**src/rtl/core/tdc_pkg.sv**
```systemverilog
// tdc_pkg: types, codes and constants shared by the thermostat controller
// depends on: nothing
`timescale 1ns / 1ps
`default_nettype none
package tdc_pkg;

  localparam int TEMP_BITS = 11;

  // request codes
  localparam logic [1:0] REQ_TICK   = 2'd0;
  localparam logic [1:0] REQ_RAISE  = 2'd1;
  localparam logic [1:0] REQ_LOWER  = 2'd2;
  localparam logic [1:0] REQ_SERIAL = 2'd3;

  // register indexes
  localparam logic [1:0] CFG_SETPOINT_MIN = 2'd0;
  localparam logic [1:0] CFG_SETPOINT_MAX = 2'd1;
  localparam logic [1:0] CFG_DEADBAND     = 2'd2;
  localparam logic [1:0] CFG_TICK_PERIOD  = 2'd3;

  // reset values
  localparam logic [7:0] SETPOINT_MIN_RST = 8'd10;
  localparam logic [7:0] SETPOINT_MAX_RST = 8'd50;
  localparam logic [7:0] DEADBAND_RST     = 8'd1;
  localparam logic [7:0] TICK_PERIOD_RST  = 8'd10;
  localparam logic [7:0] SETPOINT_RST     = 8'd30;

  // characters
  localparam logic [7:0] CMD_RAISE    = 8'h41; // 'A'
  localparam logic [7:0] CMD_LOWER    = 8'h42; // 'B'
  localparam logic [7:0] CMD_REPORT   = 8'h54; // 'T'
  localparam logic [7:0] CHAR_ZERO    = 8'h30;
  localparam logic [7:0] CHAR_SPACE   = 8'h20;
  localparam logic [7:0] CHAR_O       = 8'h4F;
  localparam logic [7:0] CHAR_K       = 8'h4B;
  localparam logic [7:0] CHAR_NEWLINE = 8'h0A;

  // reply positions
  localparam logic [2:0] POS_TENS    = 3'd0;
  localparam logic [2:0] POS_UNITS   = 3'd1;
  localparam logic [2:0] POS_SPACE_A = 3'd2;
  localparam logic [2:0] POS_ECHO    = 3'd3;
  localparam logic [2:0] POS_SPACE_B = 3'd4;
  localparam logic [2:0] POS_O       = 3'd5;
  localparam logic [2:0] POS_K       = 3'd6;
  localparam logic [2:0] POS_NEWLINE = 3'd7;

  typedef struct packed {
    logic [1:0]           req_type;
    logic [7:0]           rx_byte;
    logic [TEMP_BITS-1:0] temp_first;
    logic [TEMP_BITS-1:0] temp_second;
    logic                 first_missing;
    logic                 second_missing;
  } item_t;

  typedef struct packed {
    logic       tx_valid;
    logic [7:0] tx_char;
    logic       cooler_relay;
    logic       heater_relay;
    logic [7:0] setpoint_now;
    logic [7:0] average_now;
    logic       last;
  } result_t;

  // work handed from the front to the back
  typedef struct packed {
    logic       is_serial;
    logic       has_report;
    logic [7:0] ch;
    logic       cooler;
    logic       heater;
    logic [7:0] setpoint;
    logic [7:0] average;
  } job_t;

  typedef struct packed {
    logic [3:0] tens;
    logic [3:0] units;
  } digits_t;

  // decimal tens and units of an 8-bit value (hundreds dropped)
  function automatic digits_t to_digits(input logic [7:0] v);
    logic [7:0] r;
    logic [3:0] t;
    logic [7:0] u;
    digits_t    d;
    r = v;
    if (r >= 8'd200) begin
      r = r - 8'd200;
    end else if (r >= 8'd100) begin
      r = r - 8'd100;
    end
    t = 4'd0;
    for (int i = 1; i < 10; i++) begin
      if (r >= 8'(i * 10)) t = 4'(i);
    end
    u = r - ({4'd0, t} * 8'd10);
    d.tens  = t;
    d.units = u[3:0];
    return d;
  endfunction

endpackage
`default_nettype wire

```
**src/rtl/core/tdc_front.sv**
```systemverilog
// tdc_front: takes requests, keeps setpoint, divider, average and relays,
// writes one job per request into the queue. depends on: tdc_pkg
`timescale 1ns / 1ps
`default_nettype none
module tdc_front (
  input  wire logic           clk,
  input  wire logic           rst,
  input  wire logic           push,
  input  wire tdc_pkg::item_t item,
  input  wire logic           q_full,
  output tdc_pkg::job_t       q_data,
  output logic                q_wr,
  input  wire logic           cfg_valid,
  output logic                cfg_ready,
  input  wire logic [1:0]     cfg_index,
  input  wire logic [7:0]     cfg_data
);
  import tdc_pkg::*;

  logic [7:0] setpoint_min, setpoint_max, deadband, tick_period;
  logic [7:0] setpoint, setpoint_next;
  logic [7:0] tick_count, tick_count_next;
  logic [7:0] average, average_next;
  logic       cooler_level, cooler_level_next;
  logic       heater_level, heater_level_next;

  logic                 accept;
  logic                 have1, have2;
  logic [TEMP_BITS:0]   sum, whole;
  logic [7:0]           avg_new;
  logic [8:0]           inc;
  logic [7:0]           raise_val, lower_val, dec;

  assign cfg_ready = 1'b1;
  assign accept    = push && !q_full;
  assign q_wr      = accept;

  always_ff @(posedge clk) begin
    if (rst) begin
      setpoint_min <= SETPOINT_MIN_RST;
      setpoint_max <= SETPOINT_MAX_RST;
      deadband     <= DEADBAND_RST;
      tick_period  <= TICK_PERIOD_RST;
    end else if (cfg_valid && cfg_ready) begin
      unique case (cfg_index)
        CFG_SETPOINT_MIN: setpoint_min <= cfg_data;
        CFG_SETPOINT_MAX: setpoint_max <= cfg_data;
        CFG_DEADBAND:     deadband     <= cfg_data;
        CFG_TICK_PERIOD:  tick_period  <= cfg_data;
      endcase
    end
  end

  always_comb begin
    have1 = !item.first_missing;
    have2 = !item.second_missing;
    sum   = {1'b0, item.temp_first} + {1'b0, item.temp_second};
    if (have1 && have2) begin
      whole = sum >> 5;
    end else if (have1) begin
      whole = {1'b0, item.temp_first} >> 4;
    end else begin
      whole = {1'b0, item.temp_second} >> 4;
    end
    avg_new = (whole > (TEMP_BITS+1)'(255)) ? 8'hFF : whole[7:0];

    inc       = {1'b0, setpoint} + 9'd1;
    raise_val = (inc > {1'b0, setpoint_max}) ? setpoint_max : inc[7:0];
    dec       = setpoint - 8'd1;
    lower_val = (setpoint == 8'd0 || dec < setpoint_min) ? setpoint_min : dec;
  end

  always_comb begin
    setpoint_next     = setpoint;
    tick_count_next   = tick_count;
    average_next      = average;
    cooler_level_next = cooler_level;
    heater_level_next = heater_level;
    unique case (item.req_type)
      REQ_TICK: begin
        if (tick_count > tick_period) begin
          // cleared then counted, so one after a decision
          tick_count_next = 8'd1;
          if (have1 || have2) begin
            average_next = avg_new;
            if (avg_new > setpoint) begin
              cooler_level_next = !((avg_new - setpoint) > deadband);
            end else begin
              heater_level_next = !((setpoint - avg_new) > deadband);
            end
          end
        end else if (tick_count != 8'hFF) begin
          tick_count_next = tick_count + 8'd1;
        end
      end
      REQ_RAISE: setpoint_next = raise_val;
      REQ_LOWER: setpoint_next = lower_val;
      REQ_SERIAL: begin
        if (item.rx_byte == CMD_RAISE) setpoint_next = raise_val;
        if (item.rx_byte == CMD_LOWER) setpoint_next = lower_val;
      end
    endcase
  end

  always_comb begin
    q_data.is_serial  = (item.req_type == REQ_SERIAL);
    q_data.has_report = (item.req_type == REQ_SERIAL) && (item.rx_byte == CMD_REPORT);
    q_data.ch         = item.rx_byte;
    q_data.cooler     = cooler_level_next;
    q_data.heater     = heater_level_next;
    q_data.setpoint   = setpoint_next;
    q_data.average    = average_next;
  end

  always_ff @(posedge clk) begin
    if (rst) begin
      setpoint     <= SETPOINT_RST;
      tick_count   <= 8'd0;
      average      <= 8'd0;
      cooler_level <= 1'b1;
      heater_level <= 1'b1;
    end else if (accept) begin
      setpoint     <= setpoint_next;
      tick_count   <= tick_count_next;
      average      <= average_next;
      cooler_level <= cooler_level_next;
      heater_level <= heater_level_next;
    end
  end

  a_tick_nonzero: assert property (@(posedge clk) disable iff (rst)
    $past(accept) && $past(item.req_type == REQ_TICK) && !$past(rst)
      |-> tick_count != 8'd0)
    else $error("divider is zero after a tick");

endmodule
`default_nettype wire

```
**src/rtl/core/tdc_queue.sv**
```systemverilog
// tdc_queue: small job queue between the front and the back
// depends on: tdc_pkg
`timescale 1ns / 1ps
`default_nettype none
module tdc_queue #(
  parameter int DEPTH = 4
) (
  input  wire logic          clk,
  input  wire logic          rst,
  input  wire logic          wr,
  input  wire tdc_pkg::job_t wr_data,
  output logic               full,
  input  wire logic          rd,
  output tdc_pkg::job_t      rd_data,
  output logic               empty
);
  import tdc_pkg::*;

  localparam int PTR_W = (DEPTH > 1) ? $clog2(DEPTH) : 1;
  localparam int CNT_W = $clog2(DEPTH + 1);

  job_t             slots [DEPTH];
  logic [PTR_W-1:0] wr_ptr, rd_ptr;
  logic [CNT_W-1:0] count;
  logic             do_wr, do_rd;

  assign full    = (count == CNT_W'(DEPTH));
  assign empty   = (count == '0);
  assign do_wr   = wr && !full;
  assign do_rd   = rd && !empty;
  assign rd_data = slots[rd_ptr];

  always_ff @(posedge clk) begin
    if (do_wr) slots[wr_ptr] <= wr_data;
  end

  always_ff @(posedge clk) begin
    if (rst) begin
      wr_ptr <= '0;
      rd_ptr <= '0;
      count  <= '0;
    end else begin
      if (do_wr) wr_ptr <= (wr_ptr == PTR_W'(DEPTH - 1)) ? '0 : wr_ptr + 1'b1;
      if (do_rd) rd_ptr <= (rd_ptr == PTR_W'(DEPTH - 1)) ? '0 : rd_ptr + 1'b1;
      if (do_wr && !do_rd) begin
        count <= count + 1'b1;
      end else if (do_rd && !do_wr) begin
        count <= count - 1'b1;
      end
    end
  end

  a_count_bound: assert property (@(posedge clk) disable iff (rst)
    count <= CNT_W'(DEPTH))
    else $error("queue count above depth");

endmodule
`default_nettype wire

```
**src/rtl/core/tdc_back.sv**
```systemverilog
// tdc_back: expands each job into its results, one a cycle unless the
// receiver stalls, into the output register. depends on: tdc_pkg
`timescale 1ns / 1ps
`default_nettype none
module tdc_back (
  input  wire logic          clk,
  input  wire logic          rst,
  input  wire logic          head_valid,
  input  wire tdc_pkg::job_t job,
  output logic               head_pop,
  output logic               empty,
  input  wire logic          pop,
  output tdc_pkg::result_t   result
);
  import tdc_pkg::*;

  logic       out_valid;
  logic [2:0] step;
  logic [2:0] pos;
  logic       last_step;
  logic       load;
  digits_t    dg;
  result_t    res_next;

  assign empty = !out_valid;
  assign load  = head_valid && (!out_valid || pop);

  always_comb begin
    // plain echo replies skip the report part
    pos       = job.has_report ? step : 3'(step + 3'd3);
    last_step = !job.is_serial || (pos == POS_NEWLINE);
    head_pop  = load && last_step;
    dg        = to_digits(job.average);

    res_next.tx_valid     = job.is_serial;
    res_next.cooler_relay = job.cooler;
    res_next.heater_relay = job.heater;
    res_next.setpoint_now = job.setpoint;
    res_next.average_now  = job.average;
    res_next.last         = last_step;
    res_next.tx_char      = 8'd0;
    if (job.is_serial) begin
      unique case (pos)
        POS_TENS:    res_next.tx_char = CHAR_ZERO + {4'd0, dg.tens};
        POS_UNITS:   res_next.tx_char = CHAR_ZERO + {4'd0, dg.units};
        POS_SPACE_A: res_next.tx_char = CHAR_SPACE;
        POS_ECHO:    res_next.tx_char = job.ch;
        POS_SPACE_B: res_next.tx_char = CHAR_SPACE;
        POS_O:       res_next.tx_char = CHAR_O;
        POS_K:       res_next.tx_char = CHAR_K;
        POS_NEWLINE: res_next.tx_char = CHAR_NEWLINE;
      endcase
    end
  end

  always_ff @(posedge clk) begin
    if (load) result <= res_next;
  end

  always_ff @(posedge clk) begin
    if (rst) begin
      out_valid <= 1'b0;
      step      <= 3'd0;
    end else begin
      if (load) begin
        out_valid <= 1'b1;
      end else if (pop) begin
        out_valid <= 1'b0;
      end
      if (load) begin
        step <= last_step ? 3'd0 : step + 3'd1;
      end
    end
  end

  a_idle_step: assert property (@(posedge clk) disable iff (rst)
    !head_valid |-> step == 3'd0)
    else $error("reply step left over with no job");

  a_pop_loads: assert property (@(posedge clk) disable iff (rst)
    head_pop |-> load && head_valid)
    else $error("job retired without a result");

endmodule
`default_nettype wire

```
**src/rtl/core/thermostat_deadband_controller.sv**
```systemverilog
// thermostat_deadband_controller: top level of the thermostat controller
// depends on: tdc_pkg, tdc_front, tdc_queue, tdc_back
//
// Usage
//   Requests enter as a queue: item is taken at a clock edge with push high
//   and full low. Results leave as a queue: while empty is low, result holds
//   the oldest result, and it is taken at an edge with pop high.
//   Registers are written through cfg_valid/cfg_ready/cfg_index/cfg_data;
//   cfg_ready is always high. Write them only while the block is idle.
//   Tick, raise and lower requests give one result each. A serial byte gives
//   five results, or eight for the report command, one per cycle while pop
//   is high. A request's job is written into the job queue, then its first
//   result is loaded into the output register. Throughput: one request a
//   cycle for single-result requests while full is low; a serial request
//   occupies the result side for five or eight results. The front keeps
//   taking requests until the job queue (QUEUE_DEPTH entries) fills.
//   Reset: setpoint 30, divider and average 0, both relays off, bounds and
//   period to their defaults, queues empty.
//   A stalled receiver holds the result in the output register; the queue
//   then fills and full rises. No result is lost or repeated.
`timescale 1ns / 1ps
`default_nettype none
module thermostat_deadband_controller #(
  parameter int QUEUE_DEPTH = 4
) (
  input  wire logic             clk,
  input  wire logic             rst,
  input  wire logic             push,
  output logic                  full,
  input  wire tdc_pkg::item_t   item,
  output logic                  empty,
  input  wire logic             pop,
  output tdc_pkg::result_t      result,
  input  wire logic             cfg_valid,
  output logic                  cfg_ready,
  input  wire logic [1:0]       cfg_index,
  input  wire logic [7:0]       cfg_data
);
  import tdc_pkg::*;

  job_t wr_job, head_job;
  logic q_wr, q_full, q_empty, q_rd;

  assign full = q_full;

  tdc_front u_front (
    .clk       (clk),
    .rst       (rst),
    .push      (push),
    .item      (item),
    .q_full    (q_full),
    .q_data    (wr_job),
    .q_wr      (q_wr),
    .cfg_valid (cfg_valid),
    .cfg_ready (cfg_ready),
    .cfg_index (cfg_index),
    .cfg_data  (cfg_data)
  );

  tdc_queue #(
    .DEPTH (QUEUE_DEPTH)
  ) u_queue (
    .clk     (clk),
    .rst     (rst),
    .wr      (q_wr),
    .wr_data (wr_job),
    .full    (q_full),
    .rd      (q_rd),
    .rd_data (head_job),
    .empty   (q_empty)
  );

  tdc_back u_back (
    .clk        (clk),
    .rst        (rst),
    .head_valid (!q_empty),
    .job        (head_job),
    .head_pop   (q_rd),
    .empty      (empty),
    .pop        (pop),
    .result     (result)
  );

endmodule
`default_nettype wire
```
**config.mk**
```make
export PLATFORM = sky130hd
export DESIGN_NAME = thermostat_deadband_controller
export DESIGN_NICKNAME = d
export VERILOG_FILES = /design/src/rtl/core/tdc_pkg.sv /design/src/rtl/core/tdc_front.sv /design/src/rtl/core/tdc_queue.sv /design/src/rtl/core/tdc_back.sv /design/src/rtl/core/thermostat_deadband_controller.sv
export SDC_FILE = /design/constraint.sdc
export NUM_CORES = 1
export LEC_CHECK = 0
export ABC_CLOCK_PERIOD_IN_PS = 11100
export BUFFER_PORTS_ARGS = -buffer_cell sky130_fd_sc_hd__buf_2
export CAP_MARGIN = 20
export CORE_MARGIN = 4
export CORE_UTILIZATION = 50
export DETAILED_ROUTE_END_ITERATION = 7
export GPL_ROUTABILITY_DRIVEN = 0
export GPL_TIMING_DRIVEN = 0
export PLACE_DENSITY = 0.74
export SLEW_MARGIN = 20
export SYNTH_ARGS = -nofsm -noshare
export SYNTH_HDL_FRONTEND = slang
export SYNTH_SLANG_ARGS = --single-unit
```
**constraint.sdc**
```tcl
create_clock -name clk -period 11.1 [get_ports clk]
set_input_delay 0 -clock clk [delete_from_list [all_inputs] [get_ports clk]]
set_output_delay 0 -clock clk [all_outputs]
set_load 0.005 [all_outputs]
```
==> summary.txt <==
Power
  – Sequential share of power: 34.1%
  – P_int: 1.986 mW
  – Sw frac: 35.10%
  – Proportion of power drawn by the clock network: 24.3%
  – Maximum vdd ir drop: 0.1168 mV
  – P_leak: 5.111 nW
  – Power Density: 231.8 nW/µm²
  – Combinational share of power: 41.6%
  – Sw Pwr: 1.074 mW

Synthesis
  – Area leader, netlist: edfxtp_1
  – Post-synth ARST share: 0%
  – Sequential fraction of the synthesis area: 49.75%
  – Mean Syn Cell Area: 11.06 µm²
  – YS warnings: 0
  – Largest cells by area after synthesis: edfxtp_1 37%, dfxtp_1 13%, ha_1 8.9%
  – Mapped Cells: 1022
  – Post-synth top area share: 37.18%
  – Syn Std Cell Area: 11310 µm²
  – Number of synthesized flops with an enable pin: 140
  – Syn_nets: 1155
  – FF+latch count, synth: 211
  – Post-synth top flop: edfxtp_1
  – Count of different cell masters after synthesis: 72

Placed design
  – Port buffer count: 76
  – Detailed Place HPWL: 18.18 mm

Final layout
  – Area grow syn2layout: 16.72%
  – Nets: 1290
  – # diodes: 0
  – Multi-input gate area: 5218 µm²
  – Reg area: 5625 µm²
  – Share of layout cells above drive strength 1: 15.69%
  – Fill cells: 1743

Timing
  – Final-report max-slew violation count: 0
  – Hold Vio Cnt, Final: 0
  – Final hold slack: 0.05750 ns
  – RSZ-0062 raised after global routing: false
  – Clk_skew: 0.006534 ns
  – Final setup vio count: 0
  – Fin crit share: 48.94%
  – Fin Setup TNS: 0 ns
  – Least-Margin Pin Slew: 0.8533 ns
  – Post-route minimum period: 5.433 ns
  – Fmax achieved: 184.1 MHz
  – Slew HR: 43.11%

Die
  – DIE AREA: 25090 µm²
  – Die Y: 158.4 µm
  – I/O pin total: 80
  – Area of the core: 22030 µm²
  – DIE WIDTH: 158.4 µm
  – Initial Util: 51.34%
  – Rows: 54

Worst setup path
  – CP startpoint kind: register
  – Crit path max fanout: 10
  – WS Path Type: reg -> reg
  – Worst R2R Path Depth: 21
  – Data required, critical path: 11.33 ns
  – Worst setup EP type: register
  – Critical Path AT: 5.66 ns

Job
  – Max-cap violations: 0

GRT
  – Gr usage total: 19.96%
  – First-pass GRT wire length: 40.38 mm
  – Initial antenna violation count: 1
  – Pin count of the biggest net entering global routing: 33
  – Number of global-route vias before repair: 8011
  – GRT overflow: 0

Drt
  – Drt pass-1 iters: 5
  – Routed WL: 25.06 mm
  – DRC: 0
  – Via count: 8201
  – Routed vias/inst: 5.644
  – Number of DRC markers in iteration 0: 554
  – Final ANT Viol Nets: 0
  – Routed len/inst: 17.25 µm

Clock tree
  – CTS tree: done
  – Clk buf depth: 3
  – Clock Latency Late Sink: 0.52 ns
  – CTS clock-pin slew for the worst setup and hold paths: 0.06 ns
  – Clock tree sinks: 211
  – TritonCTS Buffers: 23
  – CTS root buf: clkbuf_16
  – H-tree depth: 1

Worst hold path
  – Worst min path class: in -> reg
  – Hold Path Depth: 6

Outcome
  – Status: completed
==> sequential cells by signal, summed over array words and instances (netlist names), named ones only <==
name	count
u_queue.slots	112
u_back.result	28
u_front.average	8
u_front.deadband	8
u_front.setpoint	8
u_front.setpoint_max	8
u_front.setpoint_min	8
u_front.tick_count	8
u_front.tick_period	8
u_back.step	3
u_queue.count	3
u_queue.rd_ptr	2
u_queue.wr_ptr	2
u_back.out_valid	1
u_front.cooler_level	1
u_front.heater_level	1
==> what timing repair did <==
| action | in CTS | in global routing |
|---|---|---|
| buffers inserted | 0 | 0 |
| endpoints found under the hold margin | 82 | 0 |
| hold buffers | 30 | 0 |
| gates resized for setup | 0 | 0 |
==> critical path: stages, from the launching register on <==
cell	delay, ns
dfxtp_1	0.47
buf_2	0.34
mux2_2	0.37
o21ai_0	0.39
ha_1	0.22
inv_1	0.05
or2_0	0.23
a211o_1	0.30
and2_4	0.16
buf_6	0.13
a41oi_4	0.24
and2_4	0.18
buf_6	0.12
a2111oi_4	0.04
o311a_1	0.39
o31a_1	0.33
inv_1	0.06
ha_1	0.13
inv_1	0.05
fa_1	0.45
o311ai_0	0.38
a21oi_1	0.12
==> synthesized netlist by cell type (6+ instances only) <==
cell and n:
o21ai_0 50, a31oi_1 6, and3_1 6, a21o_1 15
edfxtp_1 140, inv_1 77, dfxtp_1 71, nand3_1 20
a21oi_1 71, nor2b_1 10, clkbuf_1 29, mux4_2 26
nor3_1 17, nand2b_1 14, and2_1 11, mux2_2 15
a211o_1 9, xnor2_1 29, nand2_1 98, nor2_1 69
mux2i_1 23, o21a_1 13, or3_1 6, xor2_1 17
a211oi_1 11, ha_1 80, o22ai_1 7, nand4_1 10
==> path summary, 6_finish.rpt <==
check | from | to | slack (ns)
max reg2reg | register | u_back.result[21]$_SDFFCE_PN0P_ | 5.67
min reg2reg | u_front.deadband[4]$_SDFFE_PP0P_ | u_front.deadband[4]$_SDFFE_PP0P_ | 0.46
max | register | u_back.result[21]$_SDFFCE_PN0P_ | 5.67
min | item[21] | u_front.average[4]$_SDFFE_PP0P_ | 0.06
==> placed cells by master (no fill, tap or decap), types with 4 or more instances in the layout <==
cell type      synthesis  layout
edfxtp_1             140     140
nand2_1               98      98
ha_1                  80      80
buf_2                  1      77
inv_1                 77      76
a21oi_1               71      71
dfxtp_1               71      71
nor2_1                69      69
o21ai_0               50      50
clkbuf_1              29      36
dlygate4sd3_1          0      30
xnor2_1               29      29
mux4_2                26      26
mux2i_1               23      23
clkbuf_16              0      23
nand3_1               20      20
nor3_1                17      17
xor2_1                17      17
mux2_2                15      15
a21o_1                15      15
nand2b_1              14      14
o21a_1                13      13
a211oi_1              11      11
nand4_1               10      10
nor2b_1               10      10
a211o_1                9       9
and2_1                11       7
o22ai_1                7       7
or3_1                  6       6
and3_1                 6       6
a31oi_1                6       6
or2_2                  4       4
buf_6                  4       4
and2_2                 0       4
fa_1                   4       4
clkinvlp_4             0       4
buf_16                 0       4
==> logic make-up after synthesis <==
logic type / Yosys count / share of synthesized area, %
AO/OA/AOI/OAI: 219 / 12.50
XOR/XNOR: 46 / 3.563
adder cells (fa/ha/maj): 84 / 9.560
buffers and inverters: 116 / 4.160
flip-flops: 211 / 49.75
multiplexers: 64 / 8.708
other: 1 / 0.03316
AND/OR/NAND/NOR: 281 / 11.73
==> power groups by stage <==
stage	Clock (mW)	Sequential, mW	Combinational (mW)
floorplan	0	1.06	0.935
global placement	0	1.06	1.22
detailed placement	0	1.06	1.26
CTS	0.759	1.04	1.27
global route	0.795	1.05	1.42
finish	0.744	1.04	1.27
==> routing by layer <==
layer  track usage [%]  vias to the layer above  wire length (µm)
li1                  -                     3973                 -
met1             25.87                     3928             10490
met2             35.22                      246             12520
met3             3.017                       52              1406
met4             5.077                        2               636
met5                 0                        -                11
==> layout make-up <==
cell class | count | area share (%)
Buffer | 38 | 1.346
Clock buffer | 31 | 4.664
Clock inverter | 10 | 0.9764
Inverter | 78 | 2.218
Multi-Input combinational cell | 695 | 39.53
Sequential cell | 211 | 42.62
Tap cell | 280 | 2.654
Timing Repair Buffer | 110 | 5.991
==> per-stage QoR <==
stage	cells	setup slack [ns]	power, mW	utilization [%]	instance area (µm²)
final	1453	5.667	3.060	59.92	13200
after CTS	1453	5.639	3.077	59.92	13200
after floorplan	1022	6.236	1.991	-	11310
after detailed placement	1382	5.644	2.314	55.18	12150
after global routing	1453	5.343	3.273	59.92	13200
after global placement	1378	5.668	2.275	54.66	12040
No activity file was read; power rests on OpenSTA's default activity.
